<file path="config.mk">
export PLATFORM = sky130hd
export DESIGN_NAME = bmp_lsb_stego_embedder_core_flat
export DESIGN_NICKNAME = d
export VERILOG_FILES = /design/src/hdl/bsemb_pkg.sv /design/src/hdl/bsemb_in_if.sv /design/src/hdl/bsemb_out_if.sv /design/src/hdl/bsemb_cfg_if.sv /design/src/hdl/bmp_lsb_stego_embedder_core.sv /design/src/hdl/bsemb_store.sv /design/src/hdl/bsemb_layout.sv /design/src/flat_wrapper.sv
export SDC_FILE = /design/constraint.sdc
export NUM_CORES = 1
export LEC_CHECK = 0
export ABC_CLOCK_PERIOD_IN_PS = 4400
export BUFFER_PORTS_ARGS = -buffer_cell sky130_fd_sc_hd__buf_2
export CORE_ASPECT_RATIO = 2
export CORE_UTILIZATION = 35
export DETAILED_ROUTE_END_ITERATION = 6
export GPL_ROUTABILITY_DRIVEN = 0
export GPL_TIMING_DRIVEN = 0
export PLACE_DENSITY_LB_ADDON = 0.12
export SYNTH_ARGS = -nofsm -noshare
export SYNTH_HDL_FRONTEND = slang
export SYNTH_HIERARCHICAL = 1
export SYNTH_SLANG_ARGS = --single-unit
</file>
<file path="constraint.sdc">
create_clock -name clk -period 4.4 [get_ports clk]
set_input_delay 0.66 -clock clk [delete_from_list [all_inputs] [get_ports clk]]
set_output_delay 0.66 -clock clk [all_outputs]
set_load 0.01 [all_outputs]
</file>
<file path="src/hdl/bsemb_pkg.sv">
// ----------------------------------------------------------------------------
// bsemb_pkg
// Shared types and constants of the LSB image steganography embedder.
// ----------------------------------------------------------------------------
`default_nettype none

package bsemb_pkg;

  // Input operation codes
  typedef enum logic [1:0] {
    OP_LOAD  = 2'd0,
    OP_IMAGE = 2'd1,
    OP_NEW   = 2'd2,
    OP_NONE  = 2'd3
  } op_t;

  // Configuration register indexes
  typedef enum logic [1:0] {
    REG_MAGIC     = 2'd0,
    REG_EXT_LEN   = 2'd1,
    REG_EXT_CHARS = 2'd2,
    REG_UNUSED    = 2'd3
  } reg_idx_t;

  localparam int unsigned POS_W = 32;

  // Byte offsets of the hidden fields from the start of the image
  localparam logic [POS_W-1:0] HEADER_BYTES = 32'd54;
  localparam logic [POS_W-1:0] LEN_START    = 32'd70;   // after 16 magic bits
  localparam logic [POS_W-1:0] EXT_START    = 32'd102;  // after 32 length bits
  localparam logic [POS_W-1:0] CNT_BITS     = 32'd32;
  localparam logic [2:0]       MAX_EXT_LEN  = 3'd4;

  // Register reset values: "#*" and ".txt"
  localparam logic [15:0] MAGIC_RST     = 16'h2A23;
  localparam logic [2:0]  EXT_LEN_RST   = 3'd4;
  localparam logic [31:0] EXT_CHARS_RST = 32'h7478742E;

  // Stage between layout decode and output register
  typedef struct packed {
    logic       valid;
    logic [7:0] value;
    logic       carry;      // byte carries a hidden bit
    logic       from_store; // hidden bit comes from the secret memory
    logic       dbit;       // hidden bit when taken from a field
    logic [2:0] bit_sel;    // bit of the secret byte
    logic       overflow;
    logic       finished;
  } stg_t;

endpackage : bsemb_pkg

`default_nettype wire

</file>
<file path="src/hdl/bsemb_in_if.sv">
// ----------------------------------------------------------------------------
// bsemb_in_if
// Input channel: operation code and data byte with valid/ready.
// ----------------------------------------------------------------------------
`default_nettype none

interface bsemb_in_if;
  logic       valid;
  logic       ready;
  logic [1:0] op;
  logic [7:0] value;

  modport source (output valid, output op, output value, input ready);
  modport sink   (input valid, input op, input value, output ready);
endinterface : bsemb_in_if

`default_nettype wire

</file>
<file path="src/hdl/bsemb_out_if.sv">
// ----------------------------------------------------------------------------
// bsemb_out_if
// Result channel: image byte with embed and status flags.
// ----------------------------------------------------------------------------
`default_nettype none

interface bsemb_out_if;
  logic       valid;
  logic       ready;
  logic [7:0] out_byte;
  logic       embedded;
  logic       overflow;
  logic       finished;

  modport source (output valid, output out_byte, output embedded, output overflow,
                  output finished, input ready);
  modport sink   (input valid, input out_byte, input embedded, input overflow,
                  input finished, output ready);
endinterface : bsemb_out_if

`default_nettype wire

</file>
<file path="src/hdl/bsemb_cfg_if.sv">
// ----------------------------------------------------------------------------
// bsemb_cfg_if
// Configuration write channel: register index and write data.
// ----------------------------------------------------------------------------
`default_nettype none

interface bsemb_cfg_if;
  logic        valid;
  logic        ready;
  logic [1:0]  index;
  logic [31:0] data;

  modport source (output valid, output index, output data, input ready);
  modport sink   (input valid, input index, input data, output ready);
endinterface : bsemb_cfg_if

`default_nettype wire

</file>
<file path="src/hdl/bmp_lsb_stego_embedder_core.sv">
// ----------------------------------------------------------------------------
// bmp_lsb_stego_embedder_core
// LSB steganography embedder for a BMP byte stream.
// ----------------------------------------------------------------------------
// Usage:
//   cfg_ch  : register writes (0 magic word, 1 extension length, 2 extension
//             characters); always ready, write only while the block is idle.
//   in_ch   : op 0 loads a secret byte, op 1 is an image byte, op 2 starts a
//             new message, op 3 is ignored. Only op 1 yields a result.
//   out_ch  : one transaction per image byte, with the byte (bit 0 replaced
//             while hidden bits remain), embedded, overflow and finished.
// Path: an image byte is taken into the decode stage register (with the secret
//   memory read), then into the output register.
// Throughput: one transaction per cycle on in_ch unless out_ch stalls; the
//   secret memory has one write and one read port, used by different ops.
// Stall: when out_ch is stalled with a full output register, in_ch.ready drops
//   and the pipeline holds.
// Reset: fill count, image position and overflow flag clear, the registers
//   take their defaults; memory contents are left undefined.
// ----------------------------------------------------------------------------
`default_nettype none

module bmp_lsb_stego_embedder_core #(
  parameter int unsigned SECRET_DEPTH = 128
) (
  input  wire logic   clk,
  input  wire logic   rst_n,
  bsemb_in_if.sink    in_ch,
  bsemb_out_if.source out_ch,
  bsemb_cfg_if.sink   cfg_ch
);

  import bsemb_pkg::*;

  localparam int unsigned AW = (SECRET_DEPTH > 1) ? $clog2(SECRET_DEPTH) : 1;
  localparam int unsigned CW = $clog2(SECRET_DEPTH + 1);

  logic [15:0]   magic_r;
  logic [2:0]    ext_len_r;
  logic [31:0]   ext_chars_r;

  logic          advance;
  logic          accept;
  logic          is_load, is_image, is_new;
  logic          rd_en;
  logic [AW-1:0] rd_addr;
  logic [7:0]    rd_data;
  logic [CW-1:0] count;
  logic          ovf;
  stg_t          stg;
  logic          hid_bit;

  logic          out_valid_r;
  logic [7:0]    out_byte_r, out_byte_nxt;
  logic          out_emb_r, out_ovf_r, out_fin_r;

  // Configuration registers
  assign cfg_ch.ready = 1'b1;

  always_ff @(posedge clk) begin
    if (!rst_n) begin
      magic_r     <= MAGIC_RST;
      ext_len_r   <= EXT_LEN_RST;
      ext_chars_r <= EXT_CHARS_RST;
    end else if (cfg_ch.valid) begin
      unique case (cfg_ch.index)
        REG_MAGIC:     magic_r     <= cfg_ch.data[15:0];
        REG_EXT_LEN:   ext_len_r   <= cfg_ch.data[2:0];
        REG_EXT_CHARS: ext_chars_r <= cfg_ch.data;
        default: ;
      endcase
    end
  end

  // Input transaction decode
  assign advance     = !out_valid_r || out_ch.ready;
  assign in_ch.ready = advance;
  assign accept      = in_ch.valid && advance;
  assign is_load     = accept && (in_ch.op == OP_LOAD);
  assign is_image    = accept && (in_ch.op == OP_IMAGE);
  assign is_new      = accept && (in_ch.op == OP_NEW);

  bsemb_store #(
    .SECRET_DEPTH (SECRET_DEPTH),
    .AW           (AW),
    .CW           (CW)
  ) u_store (
    .clk      (clk),
    .rst_n    (rst_n),
    .load     (is_load),
    .clear    (is_new),
    .wr_data  (in_ch.value),
    .rd_en    (rd_en),
    .rd_addr  (rd_addr),
    .rd_data  (rd_data),
    .count    (count),
    .overflow (ovf)
  );

  bsemb_layout #(
    .AW (AW),
    .CW (CW)
  ) u_layout (
    .clk       (clk),
    .rst_n     (rst_n),
    .advance   (advance),
    .image     (is_image),
    .clear     (is_new),
    .value     (in_ch.value),
    .count     (count),
    .overflow  (ovf),
    .magic     (magic_r),
    .ext_len   (ext_len_r),
    .ext_chars (ext_chars_r),
    .stg       (stg),
    .rd_en     (rd_en),
    .rd_addr   (rd_addr)
  );

  // Merge the hidden bit into the image byte
  assign hid_bit      = stg.from_store ? rd_data[stg.bit_sel] : stg.dbit;
  assign out_byte_nxt = stg.carry ? {stg.value[7:1], hid_bit} : stg.value;

  // Output register
  always_ff @(posedge clk) begin
    if (!rst_n) begin
      out_valid_r <= 1'b0;
    end else if (advance) begin
      out_valid_r <= stg.valid;
    end
  end

  always_ff @(posedge clk) begin
    if (advance) begin
      out_byte_r <= out_byte_nxt;
      out_emb_r  <= stg.carry;
      out_ovf_r  <= stg.overflow;
      out_fin_r  <= stg.finished;
    end
  end

  assign out_ch.valid    = out_valid_r;
  assign out_ch.out_byte = out_byte_r;
  assign out_ch.embedded = out_emb_r;
  assign out_ch.overflow = out_ovf_r;
  assign out_ch.finished = out_fin_r;

  // Fill count stays within the memory
  a_count_bound: assert property (@(posedge clk) disable iff (!rst_n)
    count <= CW'(SECRET_DEPTH))
    else $error("secret count beyond memory depth");

  // Overflow only once the memory is full
  a_ovf_full: assert property (@(posedge clk) disable iff (!rst_n)
    ovf |-> (count == CW'(SECRET_DEPTH)))
    else $error("overflow flag set with free entries");

  // New message clears count and overflow
  a_new_clears: assert property (@(posedge clk) disable iff (!rst_n)
    is_new |=> (count == '0) && !ovf)
    else $error("new message did not clear state");

  // A stalled result is never overwritten
  a_hold: assert property (@(posedge clk) disable iff (!rst_n)
    (out_valid_r && !out_ch.ready) |-> !accept)
    else $error("transaction taken while output stalled");

endmodule : bmp_lsb_stego_embedder_core

`default_nettype wire

</file>
<file path="src/hdl/bsemb_store.sv">
// ----------------------------------------------------------------------------
// bsemb_store
// Secret byte memory with fill count and overflow flag.
// ----------------------------------------------------------------------------
`default_nettype none

module bsemb_store #(
  parameter int unsigned SECRET_DEPTH = 128,
  parameter int unsigned AW = 7,
  parameter int unsigned CW = 8
) (
  input  wire logic          clk,
  input  wire logic          rst_n,
  input  wire logic          load,     // secret byte transaction
  input  wire logic          clear,    // new message transaction
  input  wire logic [7:0]    wr_data,
  input  wire logic          rd_en,
  input  wire logic [AW-1:0] rd_addr,
  output logic      [7:0]    rd_data,
  output logic      [CW-1:0] count,
  output logic               overflow
);

  import bsemb_pkg::*;

  localparam logic [CW-1:0] DEPTH_C = CW'(SECRET_DEPTH);

  logic [7:0]    mem_r [SECRET_DEPTH];
  logic [7:0]    rd_data_r;
  logic [CW-1:0] count_r, count_nxt;
  logic          ovf_r, ovf_nxt;
  logic          full;
  logic          wr_en;

  assign full  = (count_r == DEPTH_C);
  assign wr_en = load && !full;

  // Advance the fill count, raise overflow on a drop
  always_comb begin
    count_nxt = count_r;
    ovf_nxt   = ovf_r;
    if (clear) begin
      count_nxt = '0;
      ovf_nxt   = 1'b0;
    end else if (load) begin
      if (full) begin
        ovf_nxt = 1'b1;
      end else begin
        count_nxt = count_r + CW'(1);
      end
    end
  end

  always_ff @(posedge clk) begin
    if (!rst_n) begin
      count_r <= '0;
      ovf_r   <= 1'b0;
    end else begin
      count_r <= count_nxt;
      ovf_r   <= ovf_nxt;
    end
  end

  // Memory: one write port at the fill count, one registered read port
  always_ff @(posedge clk) begin
    if (wr_en) begin
      mem_r[count_r[AW-1:0]] <= wr_data;
    end
    if (rd_en) begin
      rd_data_r <= mem_r[rd_addr];
    end
  end

  assign rd_data  = rd_data_r;
  assign count    = count_r;
  assign overflow = ovf_r;

endmodule : bsemb_store

`default_nettype wire

</file>
<file path="src/hdl/bsemb_layout.sv">
// ----------------------------------------------------------------------------
// bsemb_layout
// Image position counter and decode of the hidden field layout.
// ----------------------------------------------------------------------------
`default_nettype none

module bsemb_layout #(
  parameter int unsigned AW = 7,
  parameter int unsigned CW = 8
) (
  input  wire logic           clk,
  input  wire logic           rst_n,
  input  wire logic           advance,   // stage may move
  input  wire logic           image,     // image byte transaction
  input  wire logic           clear,     // new message transaction
  input  wire logic [7:0]     value,
  input  wire logic [CW-1:0]  count,
  input  wire logic           overflow,
  input  wire logic [15:0]    magic,
  input  wire logic [2:0]     ext_len,
  input  wire logic [31:0]    ext_chars,
  output bsemb_pkg::stg_t     stg,
  output logic                rd_en,
  output logic [AW-1:0]       rd_addr
);

  import bsemb_pkg::*;

  logic [POS_W-1:0] pos_r, pos_nxt;
  logic [2:0]       elen;
  logic [POS_W-1:0] cnt32;
  logic [POS_W-1:0] ext_end, cnt_end, sec_end, fin_end;
  logic [POS_W-1:0] k_mag, k_len, k_ext, k_cnt, k_sec;
  logic [POS_W:0]   pos_inc;
  stg_t             stg_r, stg_nxt;

  // Clamp the extension length and place the field boundaries
  assign elen    = (ext_len > MAX_EXT_LEN) ? MAX_EXT_LEN : ext_len;
  assign cnt32   = POS_W'(count);
  assign ext_end = EXT_START + {26'd0, elen, 3'd0};
  assign cnt_end = ext_end + CNT_BITS;
  assign sec_end = cnt_end + {cnt32[POS_W-4:0], 3'd0};
  assign fin_end = sec_end;

  assign k_mag = pos_r - HEADER_BYTES;
  assign k_len = pos_r - LEN_START;
  assign k_ext = pos_r - EXT_START;
  assign k_cnt = pos_r - ext_end;
  assign k_sec = pos_r - cnt_end;

  assign pos_inc = {1'b0, pos_r} + (POS_W+1)'(1);

  // Decode the byte at the current position
  always_comb begin
    stg_nxt          = '0;
    stg_nxt.valid    = image;
    stg_nxt.value    = value;
    stg_nxt.overflow = overflow;
    stg_nxt.finished = (pos_inc >= {1'b0, fin_end});
    rd_en            = 1'b0;
    rd_addr          = k_sec[AW+2:3];
    priority if (pos_r < HEADER_BYTES) begin
      stg_nxt.carry = 1'b0;
    end else if (pos_r < LEN_START) begin
      stg_nxt.carry = 1'b1;
      stg_nxt.dbit  = magic[k_mag[3:0]];
    end else if (pos_r < EXT_START) begin
      stg_nxt.carry = 1'b1;
      stg_nxt.dbit  = (k_len[4:2] == 3'd0 && k_len[1:0] != 2'd3) ? elen[k_len[1:0]] : 1'b0;
    end else if (pos_r < ext_end) begin
      stg_nxt.carry = 1'b1;
      stg_nxt.dbit  = ext_chars[k_ext[4:0]];
    end else if (pos_r < cnt_end) begin
      stg_nxt.carry = 1'b1;
      stg_nxt.dbit  = cnt32[k_cnt[4:0]];
    end else if (pos_r < sec_end) begin
      stg_nxt.carry      = 1'b1;
      stg_nxt.from_store = 1'b1;
      stg_nxt.bit_sel    = k_sec[2:0];
      rd_en              = image;
    end else begin
      stg_nxt.carry = 1'b0;
    end
  end

  // Position: clear on new message, saturate at the top
  always_comb begin
    pos_nxt = pos_r;
    if (clear) begin
      pos_nxt = '0;
    end else if (image && !pos_inc[POS_W]) begin
      pos_nxt = pos_inc[POS_W-1:0];
    end
  end

  // Advance position and stage; hold payload while stalled
  always_ff @(posedge clk) begin
    if (!rst_n) begin
      pos_r       <= '0;
      stg_r.valid <= 1'b0;
    end else begin
      pos_r <= pos_nxt;
      if (advance) begin
        stg_r.valid <= stg_nxt.valid;
      end
    end
    if (advance) begin
      stg_r.value      <= stg_nxt.value;
      stg_r.carry      <= stg_nxt.carry;
      stg_r.from_store <= stg_nxt.from_store;
      stg_r.dbit       <= stg_nxt.dbit;
      stg_r.bit_sel    <= stg_nxt.bit_sel;
      stg_r.overflow   <= stg_nxt.overflow;
      stg_r.finished   <= stg_nxt.finished;
    end
  end

  assign stg = stg_r;

endmodule : bsemb_layout

`default_nettype wire

</file>
<file path="src/flat_wrapper.sv">
// flat-port wrapper written by rule: the top's interface ports become plain ports
module bmp_lsb_stego_embedder_core_flat import bsemb_pkg::*;
#(
  parameter int unsigned SECRET_DEPTH = 128
)
  (clk, rst_n, in_ch_valid, in_ch_op, in_ch_value, in_ch_ready, out_ch_valid, out_ch_out_byte, out_ch_embedded, out_ch_overflow, out_ch_finished, out_ch_ready, cfg_ch_valid, cfg_ch_index, cfg_ch_data, cfg_ch_ready);
  bsemb_in_if in_ch_i ();
  bsemb_out_if out_ch_i ();
  bsemb_cfg_if cfg_ch_i ();
  input  wire logic clk;
  input  wire logic rst_n;
  input wire logic [$bits(in_ch_i.valid)-1:0] in_ch_valid;
  input wire logic [$bits(in_ch_i.op)-1:0] in_ch_op;
  input wire logic [$bits(in_ch_i.value)-1:0] in_ch_value;
  output wire logic [$bits(in_ch_i.ready)-1:0] in_ch_ready;
  output wire logic [$bits(out_ch_i.valid)-1:0] out_ch_valid;
  output wire logic [$bits(out_ch_i.out_byte)-1:0] out_ch_out_byte;
  output wire logic [$bits(out_ch_i.embedded)-1:0] out_ch_embedded;
  output wire logic [$bits(out_ch_i.overflow)-1:0] out_ch_overflow;
  output wire logic [$bits(out_ch_i.finished)-1:0] out_ch_finished;
  input wire logic [$bits(out_ch_i.ready)-1:0] out_ch_ready;
  input wire logic [$bits(cfg_ch_i.valid)-1:0] cfg_ch_valid;
  input wire logic [$bits(cfg_ch_i.index)-1:0] cfg_ch_index;
  input wire logic [$bits(cfg_ch_i.data)-1:0] cfg_ch_data;
  output wire logic [$bits(cfg_ch_i.ready)-1:0] cfg_ch_ready;
  assign in_ch_i.valid = in_ch_valid;
  assign in_ch_i.op = in_ch_op;
  assign in_ch_i.value = in_ch_value;
  assign in_ch_ready = in_ch_i.ready;
  assign out_ch_valid = out_ch_i.valid;
  assign out_ch_out_byte = out_ch_i.out_byte;
  assign out_ch_embedded = out_ch_i.embedded;
  assign out_ch_overflow = out_ch_i.overflow;
  assign out_ch_finished = out_ch_i.finished;
  assign out_ch_i.ready = out_ch_ready;
  assign cfg_ch_i.valid = cfg_ch_valid;
  assign cfg_ch_i.index = cfg_ch_index;
  assign cfg_ch_i.data = cfg_ch_data;
  assign cfg_ch_ready = cfg_ch_i.ready;
  bmp_lsb_stego_embedder_core #(.SECRET_DEPTH(SECRET_DEPTH)) u_core (.clk(clk), .rst_n(rst_n), .in_ch(in_ch_i), .out_ch(out_ch_i), .cfg_ch(cfg_ch_i));
endmodule
</file>
# ---- Word level (Yosys, flattened, before mapping)
# Memory sizes are Yosys's and may differ from the RTL's. A register that Yosys moved wholly into a read port is not among the register bits.
# Cells that the tools add are included.
dict set report classes {
  addsub 10
  n_lt_le_gt_ge 13
  n_eq_ne 6
  mux 31
  n_bitwise 3
  n_reduce_logical 22
}
# cell count
set ops {}
lappend ops {{$lt 32x7->1 const B} 2}
lappend ops {{$add 32x1->33 const B} 1}
lappend ops {{$ge 33x12->1} 1}
lappend ops {{$lt 32x12->1} 1}
lappend ops {{$lt 32x6->1 const B} 1}
lappend ops {{$lt 32x8->1} 1}
lappend ops {{$lt 32x9->1} 1}
lappend ops {{$mux 1} 25}
lappend ops {{$add 9x11->12} 1}
lappend ops {{$lt 5x6->1 const B} 2}
lappend ops {{$bmux 1 s5} 2}
lappend ops {{$reduce_and 2->1} 5}
lappend ops {{$sub 10x9->10} 1}
lappend ops {{$sub 5x3->5 const B} 2}
lappend ops {{$add 8x6->9 const B} 1}
lappend ops {{$add 7x6->8 const A} 1}
lappend ops {{$add 8x1->8 const B} 1}
lappend ops {{$eq 8x8->1 const B} 1}
lappend ops {{$logic_and 1x1->1} 7}
lappend ops {{$reduce_or 6->1} 1}
lappend ops {{$lt 4x5->1 const B} 1}
lappend ops {{$reduce_or 5->1} 1}
lappend ops {{$sub 5x5->5} 1}
lappend ops {{$bmux 1 s4} 1}
lappend ops {{16 further kinds} 23}
dict set report word_totals {
  regBits 121
  ramBits 1024
  input_bits 49
  out_inout_bits 14
  word_cells 105
  n_memories 1
}
# name words width rd rd_ports_with_merged_regs wr line_no
set memory_table {}
lappend memory_table {u_core.u_store.mem_r 128 8 1 1 1 bsemb_store.sv:28} ;# logic [7:0] mem_r [SECRET_DEPTH];

# ---- Depth between registers and ports, before layout
# Gate-level depths: netlist of run 1.
dict set report logic_depth {
  word_depth 12
  depth_mapped 17
  depth_no_buf 17
}

# ---- Hierarchy
# Netlist of run 1, hierarchy kept.
# mod instances cells_per_inst area_per_inst_um2 seq_area_each_um2
set modules_own_cells {}
lappend modules_own_cells {bsemb_store 1 1670 40092.2 31169.9}
lappend modules_own_cells {bsemb_layout 1 432 4041.4 1141.1}
lappend modules_own_cells {bmp_lsb_stego_embedder_core 1 252 2383.5 1371.3}

# ---- Least setup slack after synthesis of run 1
# Ideal clock, no wire load.
dict set report synth_path {
  path_kind {register to register}
  startpoint {register u_core.ext_len_r[2]}
  endpoint {register u_core.u_store.rd_data_r[0], in the netlist u_core/u_store/rd_data[0] (read register of u_core.u_store.mem_r) (enable)}
  setup_time_ns 0.332
  arrival_ns 3.503
  required_ns 4.068
  path_slack_ns 0.565
  path_stages_with_launch 17
  path_buffers 0
  synth_period_minus_slack_ns 3.835
  path_cell_list {dfxtp_1 > inv_1 > nand2_1 > inv_1 > ha_1 > fa_1 > a21o_1 > a21oi_1 > nor2b_1 > xnor2_1 > ha_1 > and3_4 > a221oi_2 > o21ai_1 > maj3_2 > a2111oi_4 > and2_1}
}
dict set report synth_via {
  elab_chain_len 12
  word_cells_on_any_way 15
  classes_between {add/sub: 4; order compare: 4; mux: 7}
}
# element line_no
set synth_rtl {}
lappend synth_rtl {{start: declaration} bmp_lsb_stego_embedder_core.sv:39} ;# logic [2:0] ext_len_r;
lappend synth_rtl {{start signal: assignment} bmp_lsb_stego_embedder_core.sv:68} ;# REG_EXT_LEN: ext_len_r <= cfg_ch.data[2:0];
lappend synth_rtl {{$gt 3x3->1} bsemb_layout.sv:38} ;# assign elen = (ext_len > MAX_EXT_LEN) ? MAX_EXT_LEN : ext_len;
lappend synth_rtl {{$mux 3 *} bsemb_layout.sv:38}
lappend synth_rtl {{$add 7x6->8 *} bsemb_layout.sv:40} ;# assign ext_end = EXT_START + {26'd0, elen, 3'd0};
lappend synth_rtl {{$add 8x6->9} bsemb_layout.sv:41} ;# assign cnt_end = ext_end + CNT_BITS;
lappend synth_rtl {{$add 9x11->12} bsemb_layout.sv:42} ;# assign sec_end = cnt_end + {cnt32[POS_W-4:0], 3'd0};
lappend synth_rtl {{$lt 32x12->1} bsemb_layout.sv:76} ;# end else if (pos_r < sec_end) begin
lappend synth_rtl {{$mux 1} bsemb_layout.sv:76}
lappend synth_rtl {{$mux 1} bsemb_layout.sv:73} ;# end else if (pos_r < cnt_end) begin
lappend synth_rtl {{$mux 1 *} bsemb_layout.sv:70} ;# end else if (pos_r < ext_end) begin
lappend synth_rtl {{$mux 1 *} bsemb_layout.sv:67} ;# end else if (pos_r < EXT_START) begin
lappend synth_rtl {{$mux 1 *} bsemb_layout.sv:64} ;# end else if (pos_r < LEN_START) begin
lappend synth_rtl {{$mux 1 *} bsemb_layout.sv:62} ;# priority if (pos_r < HEADER_BYTES) begin
lappend synth_rtl {{via u_core.rd_en} bmp_lsb_stego_embedder_core.sv:45} ;# logic rd_en;
lappend synth_rtl {{end: declaration} bsemb_store.sv:29} ;# logic [7:0] rd_data_r;
# Mark *: on every way through the listed nets, which the timed path passes. The rest lies on a longest branch.
# A chain may end at the register's enable or synchronous reset.

# ---- Worst setup path after layout of run 1
dict set report layout_path {
  startpoint {register u_core.out_valid_r, in the netlist u_core/out_ch.valid}
  endpoint {memory u_core.u_store.mem_r[78][5] (enable)}
}
dict set report layout_via {
  elab_chain_len 7
}
# element line_no
set layout_rtl {}
lappend layout_rtl {{start: declaration} bmp_lsb_stego_embedder_core.sv:53} ;# logic out_valid_r;
lappend layout_rtl {{start signal: assignment} bmp_lsb_stego_embedder_core.sv:129} ;# out_valid_r <= stg.valid;
lappend layout_rtl {{$logic_not 1->1} bmp_lsb_stego_embedder_core.sv:76} ;# assign advance = !out_valid_r || out_ch.ready;
lappend layout_rtl {{$logic_or 1x1->1} bmp_lsb_stego_embedder_core.sv:76}
lappend layout_rtl {{$logic_and 1x1->1} bmp_lsb_stego_embedder_core.sv:78} ;# assign accept = in_ch.valid && advance;
lappend layout_rtl {{$logic_and 1x1->1} bmp_lsb_stego_embedder_core.sv:79} ;# assign is_load = accept && (in_ch.op == OP_LOAD);
lappend layout_rtl {{via u_core.is_load} bmp_lsb_stego_embedder_core.sv:44} ;# logic is_load, is_image, is_new;
lappend layout_rtl {{$logic_and 1x1->1} bsemb_store.sv:36} ;# assign wr_en = load && !full;
lappend layout_rtl {{$mux 1} bsemb_store.sv:66} ;# if (wr_en) begin
lappend layout_rtl {{$mux 1 (not written as such)} bsemb_store.sv:67} ;# mem_r[count_r[AW-1:0]] <= wr_data;
lappend layout_rtl {{end: declaration} bsemb_store.sv:28}
# The timed path passes the listed nets, and every way through them passes these cells.

==> out/results.ini, run 1 <==
[setup_path]
cp.arrival_ps=4670
endpoint_kind=register
worstReg2RegStart=u_core/out_ch.valid
r2r_slack_ps=80
path_cells=nand2b_4 -> nand2_1 -> nor3_2 -> nand3_2 -> clkbuf_1 -> nor2_1
r2r_end=u_core/u_store/mem_r[78][5]
worstSetupPathType=register to register
slowest_stage=nor2_1
r2r_cells=6
endpoint=u_core/u_store/mem_r[78][5]
slowest_delay_ps=900
cp.required_ps=4740
critPathLaunchType=register
crit_fanout=31
cp-startpoint=u_core/out_ch.valid

[sta]
hold_viol=0
period_needed_ps=4325
rsz0062_at_grt=true
timing.clock.skew_ps=38.43
clock.fmax_mhz=231.2
tightest_slew_ps=1499
period_share=0.9829
maxSlewHeadroom=0.0008159
setup_violations=0
report.final.slew_viol_count=0
whs_ps=151.8

[place]
dp_hpwl_um=97710
portBuffers=61
place_inst=4136
place_area_um2=49270

[global_routing]
overflow=0
grt_pass1_wl_um=193400
track_usage=0.2076
grt_max_degree=85
antenna_found_initial=7
first_global_vias=25490

[die]
ios=63
start_util=0.3538
die_w_um=259.8
die_h_um=517.6
die-area_um2=134500
coreArea_um2=131500
row_count=188

[pwr]
p_per_area_nw_per_um2=421.1
p_leak_nw=17.18
peakVddDrop_mv=0.2991

[logic_synthesis]
synthTopCellsByCount=edfxtp_1, mux4_2, nor2_1
yosys_warnings=6
yosysSeqAreaShare=0.7241
ys_seq_elements=1153
synth_edf_count=1059
syn_area_um2=46520
synth_cell_types=75
ys_top_cells_by_area=edfxtp_1, mux4_2, dfxtp_1
synth-main-ff-cell=edfxtp_1
syn-num-nets=2434
synth.most_common_cell=edfxtp_1
synth.avg_cell_area_um2=19.76
yosysTopAreaCellShare=0.6836
synth.largest_area_cell=edfxtp_1
ys_async_sr_fraction=0
syn_inst=2354

[finish]
drive_gt1_frac=0.3071
final_util=0.4093
area_growth_pct=15.68
num-fill-cells=11610
fin_area_um2=53810
num-nets-final=2637
finalNonFillerCells=4360

[clock_tree]
root_buffer=clkbuf_16
clkSlewWorstSetupHoldPaths_ps=70
clk-insertion-delay-late_ps=720
clock-sinks=1153
h-tree-depth=3
ctsHoldBuffers=0
cts_buffers=103
cts_tree=done
clk_path_buf_depth=3

[job]
max-cap-violations=1

[routing]
first_pass_iters=5
viasPerCell=5.348
drt_iter0_markers=1965
wl_um=137700
ant_nets=0
num_vias=23320
drc_errors=0
wl_per_cell_um=31.58

[min_path]
hold_class=input pin to register
whs_path_depth=3

[run_status]
run_status=finished with violations
violations=capacitance limit

[sequential cells by signal, summed over array words and instances (netlist names)]
register and count:
u_core/u_store/rd_data 8, u_core/out_ch.finished 1, u_core/ext_chars_r 32, u_core/magic_r 16, u_core/ext_len_r 3, u_core/u_layout/stg 17
u_core/out_ch.overflow 1, u_core/out_ch.out_byte 8, u_core/out_ch.valid 1, u_core/u_layout/pos_r 32, u_core/u_store/count 8, u_core/u_store/mem_r 1024
u_core/u_store/overflow 1, u_core/out_ch.embedded 1
[stage by stage]
stage               setup WS, ps  power (mW)  TNS [ps]
finish                     75.46       22.66         0
global route              -75.16       23.30     -4778
CTS                       -27.01       22.92    -300.7
detailed placement         -1594       12.86  -1121180
global placement           -2374       12.83  -1719090
floorplan                  565.2       12.46         0
[cells by family after synthesis]
family / share of synthesized area
DFF: 0.7241
and+or+nand+nor: 0.04882
muxes: 0.1756
buffers and inverters: 0.01547
AOI/OAI and AO/OA: 0.01442
xor gates and xnor gates: 0.01280
adders and majority gates: 0.008742
other: 0.00008062
[layout by cell type (no fill, tap or decap), drive strengths merged, types with 17 or more instances in the layout]
cell / n
mux4: 354
bufinv: 23
nand2: 143
ha: 30
nand3: 52
buf: 181
dfxtp: 94
nor2: 193
clkbuf: 149
xor2: 36
clkinv: 42
edfxtp: 1059
nand4: 17
xnor2: 32
inv: 24
a21boi: 29
[cell type report]
class,count,area (µm²),area share
antenna,3,7.507,0.0001395
buffer,131,1037,0.01927
clock buffer,106,2589,0.04811
clock inverter,89,1191,0.02213
inverter,16,60.06,0.001116
multi-input combinational,1052,12270,0.2280
sequential,1153,33690,0.6260
tap,1710,2140,0.03976
timing repair buffer,100,834.6,0.01551
[critical path, delay by kind of cell, from the launching register on]
family	cells	cell delay, ps
flops	1	330
buf+inv	1	790
simple gates	5	2810
[timing repair]
action                                  in CTS  in global routing
endpoints found under the setup margin     976                304
pin swaps                                   20                  4
gates cloned                                 1                  0
buffers inserted                            23                  3
gates resized for setup                    188                 30
[layer usage]
| layer | share of wire | vias up | wire length (µm) | track usage |
|---|---|---|---|---|
| met2 | 0.59 | 573 | 81770 | 0.4146 |
| met3 | 0.036 | 193 | 4962 | 0.03037 |
| met1 | 0.32 | 12610 | 44720 | 0.2043 |
| met5 | 0.000073 | - | 10 | 0 |
| li1 | - | 9940 | - | - |
| met4 | 0.045 | 2 | 6228 | 0.09126 |
[how the worst min path moves through the flow]
stage                                       start                        end  slack (ps)
final                             cfg_ch_data[30]     u_core/ext_chars_r[30]         150
after global routing              cfg_ch_data[30]     u_core/ext_chars_r[30]         120
after CTS                         cfg_ch_data[30]     u_core/ext_chars_r[30]         100
after detailed placement   u_core/u_layout/stg[0]     u_core/out_ch.finished         410
after global placement    u_core/u_layout/stg[11]  u_core/out_ch.out_byte[3]         410
after floorplan            u_core/u_layout/stg[0]     u_core/out_ch.finished         400
[power by group]
| group | internal, mW | leakage [nW] | switching (mW) | total (mW) |
|---|---|---|---|---|
| Combinational | 0.202 | 5.04 | 0.419 | 0.621 |
| Clock | 5.72 | 1.80 | 4.33 | 10.1 |
| Sequential | 12.0 | 10.3 | 0.0187 | 12.0 |
| Total | 17.9 | 17.2 | 4.77 | 22.7 |
Note: power is estimated with default switching activity, not from simulation.
==> run 2: changes to the inputs <==
RECOVER_POWER = 100   (was unset)
==> run 2 against run 1 <==
Net effect: the flow finishes with violations (capacitance limit, slew limit); total power about the same; via count increased by 0.10%; cell count stayed put; global-route usage stayed put; critical path type unchanged; highest routed layer unchanged; hold slack gained 4.0 ps; largest cell class unchanged; sequential power barely moved; register-to-register slack worse by 20 ps; combinational power is 4.2% lower.
==> out/results.ini, run 2 (synthesized netlist as in run 1, its figures left out) <==
[finish]
drive_gt1_frac=0.2932  ; was 0.3071
num-nets-final=2637  ; unchanged
largest_reg_flops=1024  ; unchanged
final_common_cell=edfxtp_1  ; unchanged
area_growth_pct=14.84  ; was 15.68%
num-fill-cells=11670  ; was 11,610
finalNonFillerCells=4360  ; unchanged
mostFrequentLayoutCells=edfxtp_1, mux4_2, nor2_1  ; unchanged

[pwr]
p_per_area_nw_per_um2=424.1  ; was 421.1 nW/µm²
finalPower_mw=22.65  ; was 22.66 mW
peakVddDrop_mv=0.2996  ; was 0.2991 mV
p_leak_nw=16.93  ; was 17.18 nW

[die]
die_w_um=259.8  ; unchanged
start_util=0.3538  ; unchanged
row_count=188  ; unchanged
die-area_um2=134500  ; unchanged
coreArea_um2=131500  ; unchanged
die_h_um=517.6  ; unchanged
ios=63  ; unchanged

[setup_path]
cp.required_ps=4860  ; was 4740 ps
cp.arrival_ps=4810  ; was 4670 ps
worstSetupPathType=register to register  ; unchanged
crit_fanout=10  ; was 31
critPathLaunchType=register  ; unchanged
endpoint_kind=register  ; unchanged

[sta]
hold_viol=0  ; unchanged
maxSlewHeadroom=-1.166  ; was 0.0008159
period_needed_ps=4344  ; was 4325 ps
setup_violations=0  ; unchanged
period_share=0.9872  ; was 0.9829
timing.clock.skew_ps=38.05  ; was 38.43 ps
report.final.slew_viol_count=991  ; was 0
rsz0062_at_grt=true  ; unchanged
clock.fmax_mhz=230.2  ; was 231.2 MHz
tightest_slew_ps=3249  ; was 1499 ps

[run_status]
violations=capacitance limit, slew limit  ; was capacitance limit
run_status=finished with violations  ; unchanged

[global_routing]
grt_max_degree=85  ; unchanged
grt_pass1_wl_um=193400  ; unchanged
track_usage=0.2076  ; unchanged
antenna_found_initial=7  ; unchanged
overflow=0  ; unchanged
first_global_vias=25490  ; unchanged

[routing]
num_vias=23340  ; was 23,320
wl_per_cell_um=31.68  ; was 31.58 µm
drt_iter0_markers=1770  ; was 1,965
ant_nets=0  ; unchanged
viasPerCell=5.354  ; was 5.348
drc_errors=0  ; unchanged
wl_um=138100  ; was 137,700 µm
first_pass_iters=5  ; unchanged

[place]
portBuffers=61  ; unchanged
dp_hpwl_um=97710  ; unchanged
place_inst=4136  ; unchanged

[clock_tree]
cts_tree=done  ; unchanged
clock-sinks=1153  ; unchanged
cts_buffers=103  ; unchanged
root_buffer=clkbuf_16  ; unchanged
clk_path_buf_depth=3  ; unchanged
clkSlewWorstSetupHoldPaths_ps=70  ; about the same
clk-insertion-delay-late_ps=710  ; was 720 ps
h-tree-depth=3  ; unchanged

[job]
max-cap-violations=16  ; was 1

[min_path]
hold_class=input pin to register  ; unchanged

run 2: cell count changes in the layout (fill, tap and decap cells not counted), moves of 2 or more:
cell,before,now
buf_2,76,63
clkbuf_4,7,10
buf_6,28,26
clkbuf_2,10,33
buf_8,8,5
clkbuf_1,23,55
a21boi_1,9,2
a21boi_0,20,27
buf_4,53,22
buf_16,8,0
run 2: repair_timing:
item | 4_1_cts | 5_1_grt
hold buffers | 0 | 0
pin swaps | 20 | 4
resized for setup | 188 | 30
endpoints found under the setup margin | 976 | 304
gates cloned | 1 | 0
setup buffers | 23 | 3
hold endpoints to repair | 0 | 0
run 2: final cells by class:
class / count / area [µm²] / area share
Clock inverter: 89 / 1191 / 0.02230
Buffer: 131 / 1015 / 0.01900
Tap cell: 1710 / 2140 / 0.04005
Antenna cell: 3 / 7.507 / 0.0001405
Clock buffer: 106 / 2589 / 0.04846
Timing Repair Buffer: 100 / 496.7 / 0.009299
Inverter: 16 / 60.06 / 0.001124
Sequential cell: 1153 / 33680 / 0.6305
Multi-Input combinational cell: 1052 / 12240 / 0.2291
run 2: layer usage:
metal | wire length, µm | GRT usage | share of wire | vias to the layer above
met3 | 4964 | 0.03037 | 0.036 | 203
met2 | 81970 | 0.4146 | 0.59 | 583
met5 | 10 | 0 | 0.000072 | -
met4 | 6354 | 0.09126 | 0.046 | 2
met1 | 44840 | 0.2043 | 0.32 | 12610
li1 | - | - | - | 9946
run 2: final timing paths:
check                           cells after the start              startpoint                   endpoint  slack, ps
worst max-delay path                               14     u_core/ext_len_r[2]  u_core/u_store/rd_data[4]         60
worst max register to register                     14     u_core/ext_len_r[2]  u_core/u_store/rd_data[4]         60
worst min-delay path                                3         cfg_ch_data[30]     u_core/ext_chars_r[30]        160
worst min register to register                      0  u_core/u_layout/stg[0]     u_core/out_ch.finished        420
run 2: report_power, final:
group | total, mW | switching (mW) | internal, mW
logic | 0.595 | 0.419 | 0.176
clock network | 10.1 | 4.33 | 5.72
registers | 12.0 | 0.0189 | 12.0
total | 22.7 | 4.77 | 17.9
run 2: critical path, cell delays in order (launching register included):
cell	delay, ps
dfxtp_2	380
inv_1	160
nand2_1	100
ha_1	360
a21oi_1	190
nor2_1	80
nor2_2	150
xnor2_2	130
buf_4	180
clkbuf_8	250
buf_4	250
mux4_2	350
mux4_2	630
mux4_2	560
mux2_2	290
run 2: per-stage QoR:
| stage | utilization | setup TNS (ps) | hold slack, ps | setup WS [ps] | cell area, µm² |
|---|---|---|---|---|---|
| 2_1_floorplan | - | 0 | 400.3 | 565.2 | 46520 |
| 3_3_place_gp | 0.3724 | -1719090 | 405.1 | -2374 | 48960 |
| 3_5_place_dp | 0.3747 | -1121180 | 405.6 | -1594 | 49270 |
| 4_1_cts | 0.4085 | -300.7 | 95.63 | -27.01 | 53720 |
| 5_1_grt | 0.4063 | -6487 | 124.8 | -75.16 | 53420 |
| 6_report | 0.4063 | 0 | 155.8 | 56.42 | 53420 |
